`src/sv/prlf_pkg.sv`:
```
// package for the page replacement block: frame geometry, derived widths,
// policy codes. no dependencies.
`default_nettype none
package prlf_pkg;

	localparam int FRAMES      = 4;
	localparam int PAGE_WIDTH  = 16;
	localparam int FRAME_IDX_W = 4;
	localparam int COUNT_W     = 32;

	localparam int SLOT_W = (FRAMES > 1) ? $clog2(FRAMES) : 1;
	localparam int AGE_W  = (FRAMES > 1) ? $clog2(FRAMES) : 1;
	localparam int FILL_W = $clog2(FRAMES + 1);

	localparam logic [AGE_W-1:0]  YOUNGEST  = AGE_W'(FRAMES - 1);
	localparam logic [FILL_W-1:0] FILL_FULL = FILL_W'(FRAMES);

	typedef enum logic {
		POL_LRU  = 1'b0,
		POL_FIFO = 1'b1
	} policy_t;

	typedef logic [PAGE_WIDTH-1:0] page_t;
	typedef logic [AGE_W-1:0]      age_t;

endpackage
`default_nettype wire

```
`src/sv/page_replacement_lru_fifo.sv`:
```
// page frame replacement block, lru or fifo, top level.
// depends on prlf_pkg.
//
// Each word on the input channel is one page access; exactly one result word
// comes back per access, in order. The block takes one word per clock while
// in_stall is low; a stalled output holds it off. The access sits in an input
// register, then a parallel compare against all frames, victim search and age
// update writes both the frame registers and the result register. Because
// every frame is compared and re-aged in that same step, the next access always
// sees the updated frames. The policy register (0 lru, 1 fifo) should be written
// only while no access is in flight; it applies from the next access.
`default_nettype none
module page_replacement_lru_fifo
	import prlf_pkg::*;
(
	input  wire logic                   clk,
	input  wire logic                   arst_n,
	input  wire logic                   cfg_we,
	input  wire logic                   cfg_wdata,
	input  wire logic                   in_valid,
	output logic                        in_stall,
	input  wire logic [PAGE_WIDTH-1:0]  page_number,
	output logic                        out_valid,
	input  wire logic                   out_stall,
	output logic                        hit,
	output logic [FRAME_IDX_W-1:0]      frame_index,
	output logic                        evicted_valid,
	output logic [PAGE_WIDTH-1:0]       evicted_page,
	output logic [COUNT_W-1:0]          hit_count
);

	policy_t              policy_q;
	page_t                page_q  [FRAMES];
	logic [FRAMES-1:0]    fvalid_q;
	age_t                 age_q   [FRAMES];
	logic [FILL_W-1:0]    fill_q;
	logic [COUNT_W-1:0]   hits_q;

	logic                 valid_s1;
	page_t                page_s1;

	logic                 valid_s2;
	logic                 hit_s2;
	logic [SLOT_W-1:0]    slot_s2;
	logic                 ev_valid_s2;
	page_t                ev_page_s2;
	logic [COUNT_W-1:0]   count_s2;

	logic                 advance;
	logic                 accept;

	logic                 hit_c;
	logic [SLOT_W-1:0]    hit_slot_c;
	logic [SLOT_W-1:0]    victim_c;
	age_t                 best_age_c;
	logic                 full_c;
	logic [SLOT_W-1:0]    slot_c;
	age_t                 floor_c;
	logic                 reage_c;
	logic [COUNT_W-1:0]   count_c;
	age_t                 age_n   [FRAMES];

	assign advance  = valid_s1 && (!valid_s2 || !out_stall);
	assign in_stall = valid_s1 && !advance;
	assign accept   = in_valid && !in_stall;

	// frame lookup
	always_comb begin
		hit_c      = 1'b0;
		hit_slot_c = '0;
		for (int f = 0; f < FRAMES; f++) begin
			if (!hit_c && fvalid_q[f] && page_q[f] == page_s1) begin
				hit_c      = 1'b1;
				hit_slot_c = SLOT_W'(f);
			end
		end
	end

	// oldest frame, lowest index on a tie
	always_comb begin
		victim_c   = '0;
		best_age_c = age_q[0];
		for (int f = 1; f < FRAMES; f++) begin
			if (age_q[f] < best_age_c) begin
				best_age_c = age_q[f];
				victim_c   = SLOT_W'(f);
			end
		end
	end

	assign full_c  = (fill_q == FILL_FULL);
	assign slot_c  = hit_c ? hit_slot_c : (full_c ? victim_c : fill_q[SLOT_W-1:0]);
	assign floor_c = hit_c ? age_q[hit_slot_c] : '0;
	assign reage_c = !hit_c || (policy_q == POL_LRU);
	assign count_c = (hit_c && hits_q != '1) ? hits_q + COUNT_W'(1) : hits_q;

	always_comb begin
		for (int f = 0; f < FRAMES; f++) begin
			age_n[f] = age_q[f];
			if (reage_c) begin
				if (SLOT_W'(f) == slot_c) begin
					age_n[f] = YOUNGEST;
				end else if (fvalid_q[f] && age_q[f] > floor_c) begin
					age_n[f] = age_q[f] - AGE_W'(1);
				end
			end
		end
	end

	// control state
	always_ff @(posedge clk or negedge arst_n) begin
		if (!arst_n) begin
			policy_q <= POL_LRU;
			fvalid_q <= '0;
			fill_q   <= '0;
			hits_q   <= '0;
			valid_s1 <= 1'b0;
			valid_s2 <= 1'b0;
			for (int f = 0; f < FRAMES; f++) begin
				age_q[f] <= '0;
			end
		end else begin
			if (cfg_we) begin
				policy_q <= policy_t'(cfg_wdata);
			end
			if (accept) begin
				valid_s1 <= 1'b1;
			end else if (advance) begin
				valid_s1 <= 1'b0;
			end
			if (advance) begin
				valid_s2 <= 1'b1;
			end else if (!out_stall) begin
				valid_s2 <= 1'b0;
			end
			if (advance) begin
				hits_q <= count_c;
				for (int f = 0; f < FRAMES; f++) begin
					age_q[f] <= age_n[f];
				end
				if (!hit_c) begin
					fvalid_q[slot_c] <= 1'b1;
					if (!full_c) begin
						fill_q <= fill_q + FILL_W'(1);
					end
				end
			end
		end
	end

	// payload
	always_ff @(posedge clk) begin
		if (accept) begin
			page_s1 <= page_number;
		end
		if (advance) begin
			if (!hit_c) begin
				page_q[slot_c] <= page_s1;
			end
			hit_s2      <= hit_c;
			slot_s2     <= slot_c;
			ev_valid_s2 <= !hit_c && full_c;
			ev_page_s2  <= (!hit_c && full_c) ? page_q[victim_c] : '0;
			count_s2    <= count_c;
		end
	end

	assign out_valid     = valid_s2;
	assign hit           = hit_s2;
	assign frame_index   = FRAME_IDX_W'(slot_s2);
	assign evicted_valid = ev_valid_s2;
	assign evicted_page  = ev_page_s2;
	assign hit_count     = count_s2;

endmodule
`default_nettype wire

```
`config.mk`:
```
export PLATFORM = sky130hd
export DESIGN_NAME = page_replacement_lru_fifo
export DESIGN_NICKNAME = d
export VERILOG_FILES = /design/src/sv/prlf_pkg.sv /design/src/sv/page_replacement_lru_fifo.sv
export SDC_FILE = /design/constraint.sdc
export NUM_CORES = 1
export LEC_CHECK = 0
export BUFFER_PORTS_ARGS = -buffer_cell sky130_fd_sc_hd__buf_2
export CAP_MARGIN = 20
export CORE_UTILIZATION = 40
export DETAILED_ROUTE_END_ITERATION = 8
export SYNTH_ARGS = -nofsm -noshare
export SYNTH_HDL_FRONTEND = slang
export SYNTH_SLANG_ARGS = --single-unit
```
`constraint.sdc`:
```
create_clock -name clk -period 12.1 [get_ports clk]
set_clock_uncertainty 0.15 [all_clocks]
set_input_delay 0 -clock clk [delete_from_list [all_inputs] [get_ports clk]]
set_output_delay 0 -clock clk [all_outputs]
set_load 0.005 [all_outputs]
```
==> results of run 1 <==
-- sequential cells by signal, summed over array words and instances (netlist names), 2 cells and up --
register	count
evicted_page	16
hits_q	32
age_q	8
fill_q	3
hit_count	32
slot_s2	2
fvalid_q	4
page_s1	16
page_q	64
-- per-layer routing --
layer,vias up,track usage,wire (um)
met5,-,0,0
met4,0,0.0712,456
met3,27,0.0396,998
met2,186,0.323,10200
met1,2915,0.244,9020
li1,2762,-,-
-- report_power, final --
part / internal, mW / switching (mW)
Clock: 0.312 / 0.243
Sequential: 0.794 / 0.0738
Combinational: 0.251 / 0.380
-- path summary, 6_finish.rpt --
kind | start | end | slack [ps] | cells after the start
max | age_q[7]$_DFFE_PN0P_ | page_q[2][14]$_DFFE_PP_ | 7970 | 12
min | arst_n | hits_q[25]$_DFFE_PN0P_ | 80 | 3
max reg2reg | age_q[7]$_DFFE_PN0P_ | page_q[2][14]$_DFFE_PP_ | 7970 | 12
min reg2reg | valid_s1$_DFFE_PN0P_ | out_valid$_DFFE_PN0P_ | 360 | 1
max in group asynchronous | arst_n | hits_q[16]$_DFFE_PN0P_ | 11230 | 3
min in group clk | page_number[9] | page_s1[9]$_DFFE_PP_ | 120 | 2
-- cell type report --
cell class              count  area (um2)
clock buffers              18         439
clock inverters            14         145
fillers                  1898       10900
inverters                  19        71.3
multi-input cells         472        3380
flip-flops and latches    182        5220
well taps                 275         344
repair buffers            107         682
-- placed cells by master, fill, tap and decap left out, types with 3 or more instances in the layout --
cell           instances
or2_2                  6
inv_1                 18
and4_1                 4
o21ai_0                8
inv_6                  4
or4_1                  5
ha_1                  12
edfxtp_1             132
nor3_1                14
nor2_1                56
nand4_1               21
a21oi_1                7
or3_4                  3
o22a_1                 3
nor2b_1                6
xor2_1                56
o31a_1                 3
mux2_2                18
buf_4                  8
dfrtp_1               50
and3b_1                3
a211oi_1               3
clkinv_2               4
xnor2_1               70
buf_2                 75
and2_1                 6
or3_1                  5
nor4_1                 9
o21a_1                 3
clkbuf_16             17
dlygate4sd3_1         22
a31oi_1                9
nor3_2                 3
and3_1                 8
nand2b_1               4
mux2i_1                3
nand3_1               27
a2bb2oi_1              4
a222oi_1              16
nand2_1               47
-- worst max-delay path: cells and delay by family, from the launching register on --
kind / cells / cell delay, ps
flip-flops: 1 / 460
AO/OA/AOI/OAI: 3 / 1440
buffers and inverters: 3 / 330
adder cells (fa/ha/maj): 3 / 650
multiplexers: 1 / 310
AND/OR/NAND/NOR: 2 / 530
-- logic make-up after synthesis --
| kind of cell | Yosys count | share of synthesized area |
|---|---|---|
| AOI/OAI and AO/OA | 71 | 0.0674 |
| xor gates and xnor gates | 127 | 0.128 |
| adders and majority gates | 12 | 0.0172 |
| buffers and inverters | 38 | 0.0175 |
| DFF | 182 | 0.598 |
| muxes | 21 | 0.0267 |
| other | 1 | 0.000430 |
| and+or+nand+nor | 239 | 0.145 |
-- metrics by stage --
step           worst slack (ps)  hold WS [ps]  area [um2]  cells  total power [mW]
3_3_place_gp               8000          14.4        9450   1031              1.47
4_1_cts                    8020           109       10300   1087              2.07
2_1_floorplan              8130          -446        8730    692              1.26
5_1_grt                    7740           112       10300   1087              2.15
3_5_place_dp               8030          28.5        9470   1033              1.50
6_report                   7970          84.0       10300   1087              2.05
==> results by group, run 1 <==
Detailed routing
  – Drt via density: between 5 and 6
  – Routed wire length per instance: 19.1 um
  – WL final: roughly 21000 um
  – Initial DRC Count: 442
  – DRC Markers: 0
  – DRT antenna net count: 0
  – Pre-antenna DRT Iters: 5
  – Via count: between 5000 and 6000

STA
  – Final period util: 0.342
  – Final setup fails: 0
  – Worst slew margin: 0.307
  – Least-Margin Pin Slew: about 1000 ps
  – Clock period minus worst slack: roughly 4100 ps
  – TNS Setup: 0 ps
  – Max Slew Vio Count: 0
  – Hold Vio Cnt, Final: 0
  – RSZ-0062 raised after global routing: false
  – Peak Freq: approximately 240 MHz

Layout
  – Fraction of layout instances using a drive strength above 1: 0.191
  – Util after Layout: 0.484
  – Diodes inserted: 0
  – NumNets Final: around 830
  – Area grow syn2layout: 17.8%

Clock network
  – TritonCTS clock tree: yes
  – Clock Pin Slew Worst Setup and Hold Paths: 70 ps
  – H-tree Lvls: 4
  – Insertion delay to the later sink of the worst-skew pair: about 430 ps
  – Clk buf depth: 2
  – # resized after CTS: 0
  – Post-CTS setup buffer count: 0
  – CTS Hold Bufs: 22
  – TritonCTS Sinks: approximately 180
  – CTS buffer count: 17
  – CTS root buf: clkbuf_16

Synth
  – Top FF cell, synth: edfxtp_1
  – Synth Area per Inst: ~13 um2
  – Largest area contributor in the netlist: edfxtp_1
  – Synth async-reset ratio: 0.275
  – Mapped cell area: approximately 8700 um2
  – Syn Inst Count: ~690
  – Top-count cell post-synth: edfxtp_1
  – EDFF count, synth: between 100 and 150
  – Synth Register Bits: between 150 and 200
  – Distinct cells, synth: 64
  – Post-synth top area share: 0.454
  – Synth Warn #: 0
  – Leading post-synthesis cells by cell area: edfxtp_1 45%, dfrtp_1 14%, xnor2_1 7.0%
  – Register area share after synthesis: 0.598
  – Post-synth top cells: 132 x edfxtp_1, 70 x xnor2_1, 57 x nor2_1

Setup path
  – CP cell instances: ha_1, ha_1, inv_1, ha_1, inv_1, a31oi_1, o21a_1, mux2i_1, nor3b_1, o21ai_0, nor2_2, buf_8
  – CP Class: reg -> reg
  – Critical Path RT: 12130 ps
  – Critical path capture point type: flop
  – Maximum fanout along the worst path: 17
  – Max incr delay on CP: ~720 ps
  – Slowest CP cell: o21a_1
  – Most Frequent Cell on Critical Path: ha_1
  – CP arrival: between 4000 and 5000 ps
  – CP Launch Type: flop

Placement
  – Final GP Congestion: approximately 0.89
  – Final HPWL DP: 14300 um
  – I/O Buffers: 75

Global routing
  – Grt ovf: 0
  – Largest net degree at the start of global routing: ~60
  – First-pass GRT wire length: 32200 um
  – GRT Util Overall: 0.192
  – Vias in the first global route: just under 6000
  – Initial antenna violation count: 0

Floorplan
  – Die H: 150 um
  – # IOs: 78
  – Die area: about 22000 um2
  – Core Area: 21200 um2
  – Die Wd: about 150 um
  – Row Count: 53
  – Initial Utilization: 0.411

Power and ir drop
  – Max VDD drop: about 0.11 mV
  – Leakage: 3.98 nW
  – Power Density: around 200 nW/um2

Run
  – Maxcap violations: 0

Min path
  – Hold WC Path Type: in -> async

Outcome
  – Outcome: completed
No activity file was read; power rests on OpenSTA's default activity.
==> run 2: changes to the inputs <==
==> constraint.sdc (replaced) <==
create_clock -name clk -period 4.15 [get_ports clk]
set_clock_uncertainty 0.15 [all_clocks]
set_input_delay 0 -clock clk [delete_from_list [all_inputs] [get_ports clk]]
set_output_delay 0 -clock clk [all_outputs]
set_load 0.005 [all_outputs]
==> run 2 against run 1 <==
Net effect: sequential cell count unchanged; worst hold slack worse by 3.8 ps; routed wire length down 1.1%; total power rose to 2.9 times the previous value; via count up 0.37%; design area up 0.50%; sequential power rose to 2.9 times the previous value; cell count up 0.64%; critical path depth unchanged; register-to-register slack worse by 7700 ps; maximum frequency up 7.5%; count of clock-buffer cells in the layout up 2; critical path type unchanged; largest power group unchanged.
==> results by group, run 2 (synthesis results as in run 1) <==
Layout
  – Register area: 5220 um2 (unchanged)
  – Fin cells: 1094 (+0.64%)
  – Fraction of layout instances using a drive strength above 1: 0.198 (+0.00692)
  – Max reg flops: 64 (unchanged)
  – Commonest non-fill, non-tap cells in the layout: 132 x edfxtp_1, 75 x buf_2, 70 x xnor2_1, 56 x nor2_1, 56 x xor2_1
  – NumNets Final: 840 (+0.84%)
  – Diodes inserted: 0 (unchanged)
  – Multi-input logic area: 3380 um2 (+0.11%)
  – Commonest non-fill, non-tap cell in the layout: edfxtp_1
  – Largest reg by FF count: page_q
  – Area grow syn2layout: 18.4%
  – Filler cell count: 1873 (-1.3%)
  – Util after Layout: 0.487 (+0.00242)

Floorplan
  – Core Area: 21200 um2 (unchanged)
  – Die H: 150 um (unchanged)
  – Initial Utilization: 0.411 (unchanged)
  – # IOs: 78 (unchanged)
  – Die area: 22400 um2 (unchanged)
  – Row Count: 53 (unchanged)
  – Die Wd: 150 um (unchanged)

Power and ir drop
  – Leakage: 4.00 nW (+0.42%)
  – Max VDD drop: 0.400 mV (+260%)
  – Power Density: 577 nW/um2 (+190%)

Placement
  – I/O Buffers: 75 (unchanged)
  – Cells after DPL: 1040 (+0.68%)
  – Placement Setup Slack: 310 ps (-7720 ps)
  – Final HPWL DP: 14300 um (+0.20%)
  – Final GP Congestion: 0.902 (+1.1%)

Setup path
  – CP Launch Type: flop
  – Critical path capture point type: flop
  – Max incr delay on CP: 470 ps (-250 ps)
  – Maximum fanout along the worst path: 13 (-4)
  – CP arrival: 3810 ps (-360 ps)
  – CP Launch Point: age_q[7]$_DFFE_PN0P_
  – CP cell instances: ha_1, ha_1, inv_1, ha_1, inv_1, a211oi_1, nor3_2, o31a_1, nor4_1, nor2_1, nor2_1, buf_4
  – R2r startpoint: age_q[7]$_DFFE_PN0P_
  – CP Class: reg -> reg
  – Most Frequent Cell on Critical Path: ha_1
  – Critical Path RT: 4120 ps (-8010 ps)
  – Slowest CP cell: nor2_1

Global routing
  – Grt ovf: 0 (unchanged)
  – First-pass GRT wire length: 32100 um (-0.25%)
  – GRT Util Overall: 0.192 (about the same)
  – Grt peak-use layer: met2
  – Largest net degree at the start of global routing: 61 (unchanged)
  – Initial antenna violation count: 0 (unchanged)
  – M2 GR Usage: 0.327 (+0.00417)
  – Met1 GRT Util: 0.237 (-0.00667)
  – Vias in the first global route: 5880 (+0.98%)
  – GR Util met3: 0.0415 (+0.00183)

Detailed routing
  – Pre-antenna DRT Iters: 5 (unchanged)
  – DRT antenna net count: 0 (unchanged)
  – Via count: 5912 (+0.37%)
  – Routed wire length per instance: 18.7 um (-1.7%)
  – Drt via density: 5.40 (-0.27%)
  – WL final: 20500 um (-1.1%)
  – Initial DRC Count: 425 (-3.8%)
  – DRC Markers: 0 (unchanged)

Clock network
  – TritonCTS Sinks: 182 (unchanged)
  – Clock Pin Slew Worst Setup and Hold Paths: 70 ps (about the same)
  – Post-CTS setup buffer count: 0 (unchanged)
  – H-tree Lvls: 4 (unchanged)
  – TritonCTS clock tree: yes
  – CTS buffer count: 17 (unchanged)
  – Clk buf depth: 2 (unchanged)
  – Insertion delay to the later sink of the worst-skew pair: 430 ps (about the same)
  – CTS root buf: clkbuf_16

Min path
  – Hold WC Path Type: in -> async

STA
  – RSZ-0062 raised after global routing: false
  – Max Slew Vio Count: 0 (unchanged)
  – Final period util: 0.927 (+0.585)
  – Least-Margin Pin Slew: 949 ps (-91.3 ps)
  – Hold_ws: 80.3 ps (-3.79 ps)
  – Final setup fails: 0 (unchanged)
  – Worst slew margin: 0.367 (+0.0609)
  – Clock period minus worst slack: 3850 ps (-288 ps)
  – Final worst setup slack: 304 ps (-7660 ps)
  – Hold Vio Cnt, Final: 0 (unchanged)
  – TNS Setup: 0 ps (unchanged)
  – Peak Freq: 260 MHz (+7.5%)

Run
  – Maxcap violations: 0 (unchanged)

Outcome
  – Outcome: completed
run 2: path summary, 6_finish.rpt:
kind | end | slack, ps | cells past startpoint
worst max register to register | page_q[0][4]$_DFFE_PP_ | 300 | 12
worst min register to register | out_valid$_DFFE_PN0P_ | 340 | 1
min in group clk | page_s1[4]$_DFFE_PP_ | 130 | 2
max in group asynchronous | fvalid_q[3]$_DFFE_PN0P_ | 3290 | 3
worst max-delay path | page_q[0][4]$_DFFE_PP_ | 300 | 12
worst min-delay path | hits_q[26]$_DFFE_PN0P_ | 80 | 3
run 2: routing by layer:
metal / routed length, um / part of all wire / up-vias
met3: 1120 / 0.055 / 36
met4: 554 / 0.027 / 0
met1: 8670 / 0.42 / 2905
li1: - / - / 2777
met2: 10100 / 0.49 / 194
met5: 0 / 0 / -
run 2: power breakdown:
group / internal (mW) / switching [mW]
registers: 2.31 / 0.208
logic: 0.744 / 1.10
clock network: 0.887 / 0.704
total: 3.95 / 2.01
run 2: area by class of cell:
cell class              instances  area share
repair buffers                114      0.0708
multi-input cells             472       0.328
well taps                     275      0.0333
clock inverters                12      0.0111
flip-flops and latches        182       0.505
inverters                      19     0.00691
clock buffers                  20      0.0453
run 2: repair_timing:
action | in CTS | in global routing
resized for setup | 0 | 1
endpoints found under the hold margin | 69 | 0
endpoints found under the setup margin | 0 | 1
hold buffers | 22 | 0
run 2: worst max-delay path, delay by kind of cell, from the launching register on:
family,cells,cell delay [ps]
buffers and inverters,3,450
and+or+nand+nor,4,1200
AOI/OAI and AO/OA,2,610
adders and majority gates,3,670
DFF,1,460
run 2: through the flow:
step	total power, mW	cell area [um2]
floorplan	3.68	8730
finish	5.96	10300
global route	6.27	10300
CTS	5.99	10300
global placement	4.33	9510
detailed placement	4.38	9520
==> run 3: changes to the inputs <==
--- a/config.mk
+++ b/config.mk
@@ -9,6 +9,7 @@
 export CAP_MARGIN = 20
 export CORE_UTILIZATION = 40
 export DETAILED_ROUTE_END_ITERATION = 8
+export MAX_ROUTING_LAYER = met4
 export SYNTH_ARGS = -nofsm -noshare
 export SYNTH_HDL_FRONTEND = slang
 export SYNTH_SLANG_ARGS = --single-unit
==> run 3 against run 2 <==
Net effect: total power shrank 0.19%; maximum frequency is 2.3% lower; die area unchanged; register-to-register slack got worse by 90 ps.
==> results by group, run 3 (synthesis results as in run 1) <==
STA
  – Final setup fails: 0 (unchanged)
  – Max Slew Vio Count: 0 (unchanged)
  – Worst slew margin: 0.298 (-0.0696)
  – Final worst setup slack: 213 ps (-91.2 ps)
  – RSZ-0062 raised after global routing: false
  – Hold Vio Cnt, Final: 0 (unchanged)
  – Final period util: 0.949 (+0.0220)
  – Least-Margin Pin Slew: 1050 ps (+101 ps)
  – Peak Freq: 254 MHz (-2.3%)
  – TNS Setup: 0 ps (unchanged)
  – Clock period minus worst slack: 3940 ps (+91.2 ps)

Clock network
  – Clk buf depth: 2 (unchanged)
  – CTS root buf: clkbuf_16
  – Clock Pin Slew Worst Setup and Hold Paths: 70 ps (about the same)
  – CTS buffer count: 17 (unchanged)
  – H-tree Lvls: 4 (unchanged)
  – TritonCTS Sinks: 182 (unchanged)
  – TritonCTS clock tree: yes
  – Insertion delay to the later sink of the worst-skew pair: 440 ps (about the same)
  – # resized after CTS: 0 (unchanged)

Detailed routing
  – DRC Markers: 0 (unchanged)
  – WL final: 20600 um (+0.35%)
  – Via count: 5761 (-2.6%)
  – DRT antenna net count: 0 (unchanged)
  – Routed wire length per instance: 18.8 um (+0.62%)
  – Pre-antenna DRT Iters: 6 (+1)
  – Initial DRC Count: 385 (-9.4%)
  – Drt via density: 5.28 (-2.3%)

Min path
  – Hold WC Path Type: in -> async

Power and ir drop
  – Max VDD drop: 0.390 mV (-2.4%)
  – Leakage: 3.98 nW (-0.50%)
  – Total power: 5.95 mW (-0.19%)
  – Power Density: 578 nW/um2 (+0.30%)

Layout
  – Fraction of layout instances using a drive strength above 1: 0.192 (-0.00540)
  – Largest reg by FF count: page_q
  – Diodes inserted: 0 (unchanged)
  – NumNets Final: 838 (-0.24%)
  – Commonest non-fill, non-tap cell in the layout: edfxtp_1
  – Area grow syn2layout: 17.8%
  – Max reg flops: 64 (unchanged)
  – Commonest non-fill, non-tap cells in the layout: 132 x edfxtp_1, 75 x buf_2, 70 x xnor2_1, 56 x xor2_1, 55 x nor2_1

Placement
  – I/O Buffers: 75 (unchanged)
  – Placement Setup Slack: 273 ps (-36.9 ps)
  – Final HPWL DP: 14300 um (-0.21%)
  – Final GP Congestion: 0.919 (+1.9%)

Floorplan
  – Initial Utilization: 0.411 (unchanged)
  – Die area: 22400 um2 (unchanged)
  – # IOs: 78 (unchanged)
  – Die Wd: 150 um (unchanged)
  – Row Count: 53 (unchanged)
  – Core Area: 21200 um2 (unchanged)
  – Die H: 150 um (unchanged)

Setup path
  – Most Frequent Cell on Critical Path: or4_1
  – CP arrival: 4130 ps (+320 ps)
  – Critical Path RT: 4340 ps (+220 ps)
  – Max incr delay on CP: 590 ps (+120 ps)
  – CP Class: reg -> reg
  – CP Launch Type: flop
  – Maximum fanout along the worst path: 8 (-5)
  – Slowest CP cell: or4_1
  – Critical path capture point type: flop
  – CP cell instances: xor2_1, or4_1, or3_4, or4_1, mux2i_1, ha_1, and3_1, o311a_1, nor3b_1

Outcome
  – Outcome: completed

Global routing
  – Grt ovf: 0 (unchanged)
  – Initial antenna violation count: 0 (unchanged)
  – Vias in the first global route: 5693 (-3.2%)
  – Largest net degree at the start of global routing: 61 (unchanged)
  – First-pass GRT wire length: 31900 um (-0.56%)
  – GRT Util Overall: 0.198 (+0.00644)

Run
  – Maxcap violations: 0 (unchanged)
==> run 3: cell count changes in the layout (fill, tap and decap cells not counted), sizes merged <==
cell    delta
buf        -2
bufinv     +1
clkbuf     -2
clkinv     +2
inv        -2
==> run 3: path summary, 6_finish.rpt <==
kind / slack (ps) / depth (start not counted) / endpoint / from
min reg2reg: 360 / 1 / out_valid$_DFFE_PN0P_ / valid_s1$_DFFE_PN0P_
min: 80 / 3 / hits_q[26]$_DFFE_PN0P_ / arst_n
max in group asynchronous: 3310 / 3 / age_q[3]$_DFFE_PN0P_ / arst_n
min in group clk: 120 / 2 / page_s1[3]$_DFFE_PP_ / page_number[3]
max: 210 / 9 / age_q[3]$_DFFE_PN0P_ / page_s1[2]$_DFFE_PP_
max reg2reg: 210 / 9 / age_q[3]$_DFFE_PN0P_ / page_s1[2]$_DFFE_PP_
==> run 3: cell type report <==
type                       instances  area [um2]
tap                              275         344
clock inverter                    13         128
multi-input combinational        472        3380
sequential                       182        5220
inverter                          19        71.3
timing repair buffer             112         708
fill                            1860       10900
clock buffer                      18         429
==> run 3: metal layers <==
metal	global-route usage	wire length, um	part of all wire	up-vias
met5	-	0	0	-
met4	0.0783	496	0.024	0
met3	0.0366	752	0.037	27
met2	0.328	10200	0.50	140
met1	0.240	9080	0.44	2824
li1	-	-	-	2770
==> run 3: report_power, final <==
| part | switching (mW) | internal [mW] | leakage, nW | total [mW] |
|---|---|---|---|---|
| registers | 0.205 | 2.32 | 1.89 | 2.52 |
| clock network | 0.678 | 0.878 | 0.269 | 1.56 |
| logic | 1.13 | 0.736 | 1.82 | 1.87 |
==> run 3: metrics by stage <==
step	area, um2	hold slack [ps]	utilization	std cells
after floorplan	8730	-446	-	692
after global placement	9500	21.2	0.448	1038
after detailed placement	9500	28.1	0.448	1038
after CTS	10300	103	0.484	1091
after global routing	10300	107	0.484	1091
final	10300	83.7	0.484	1091
==> run 3: timing repair <==
action	4_1_cts	5_1_grt
hold endpoints to repair	69	0
hold buffers	22	0
buffers inserted	0	0
==> run 3: worst max-delay path: cells and delay by family, from the launching register on <==
kind	cells	cell delay, ps
compound gates	1	330
flops	1	530
fa+ha+maj	1	330
xor+xnor	1	200
mux	1	390
simple gates	5	1890
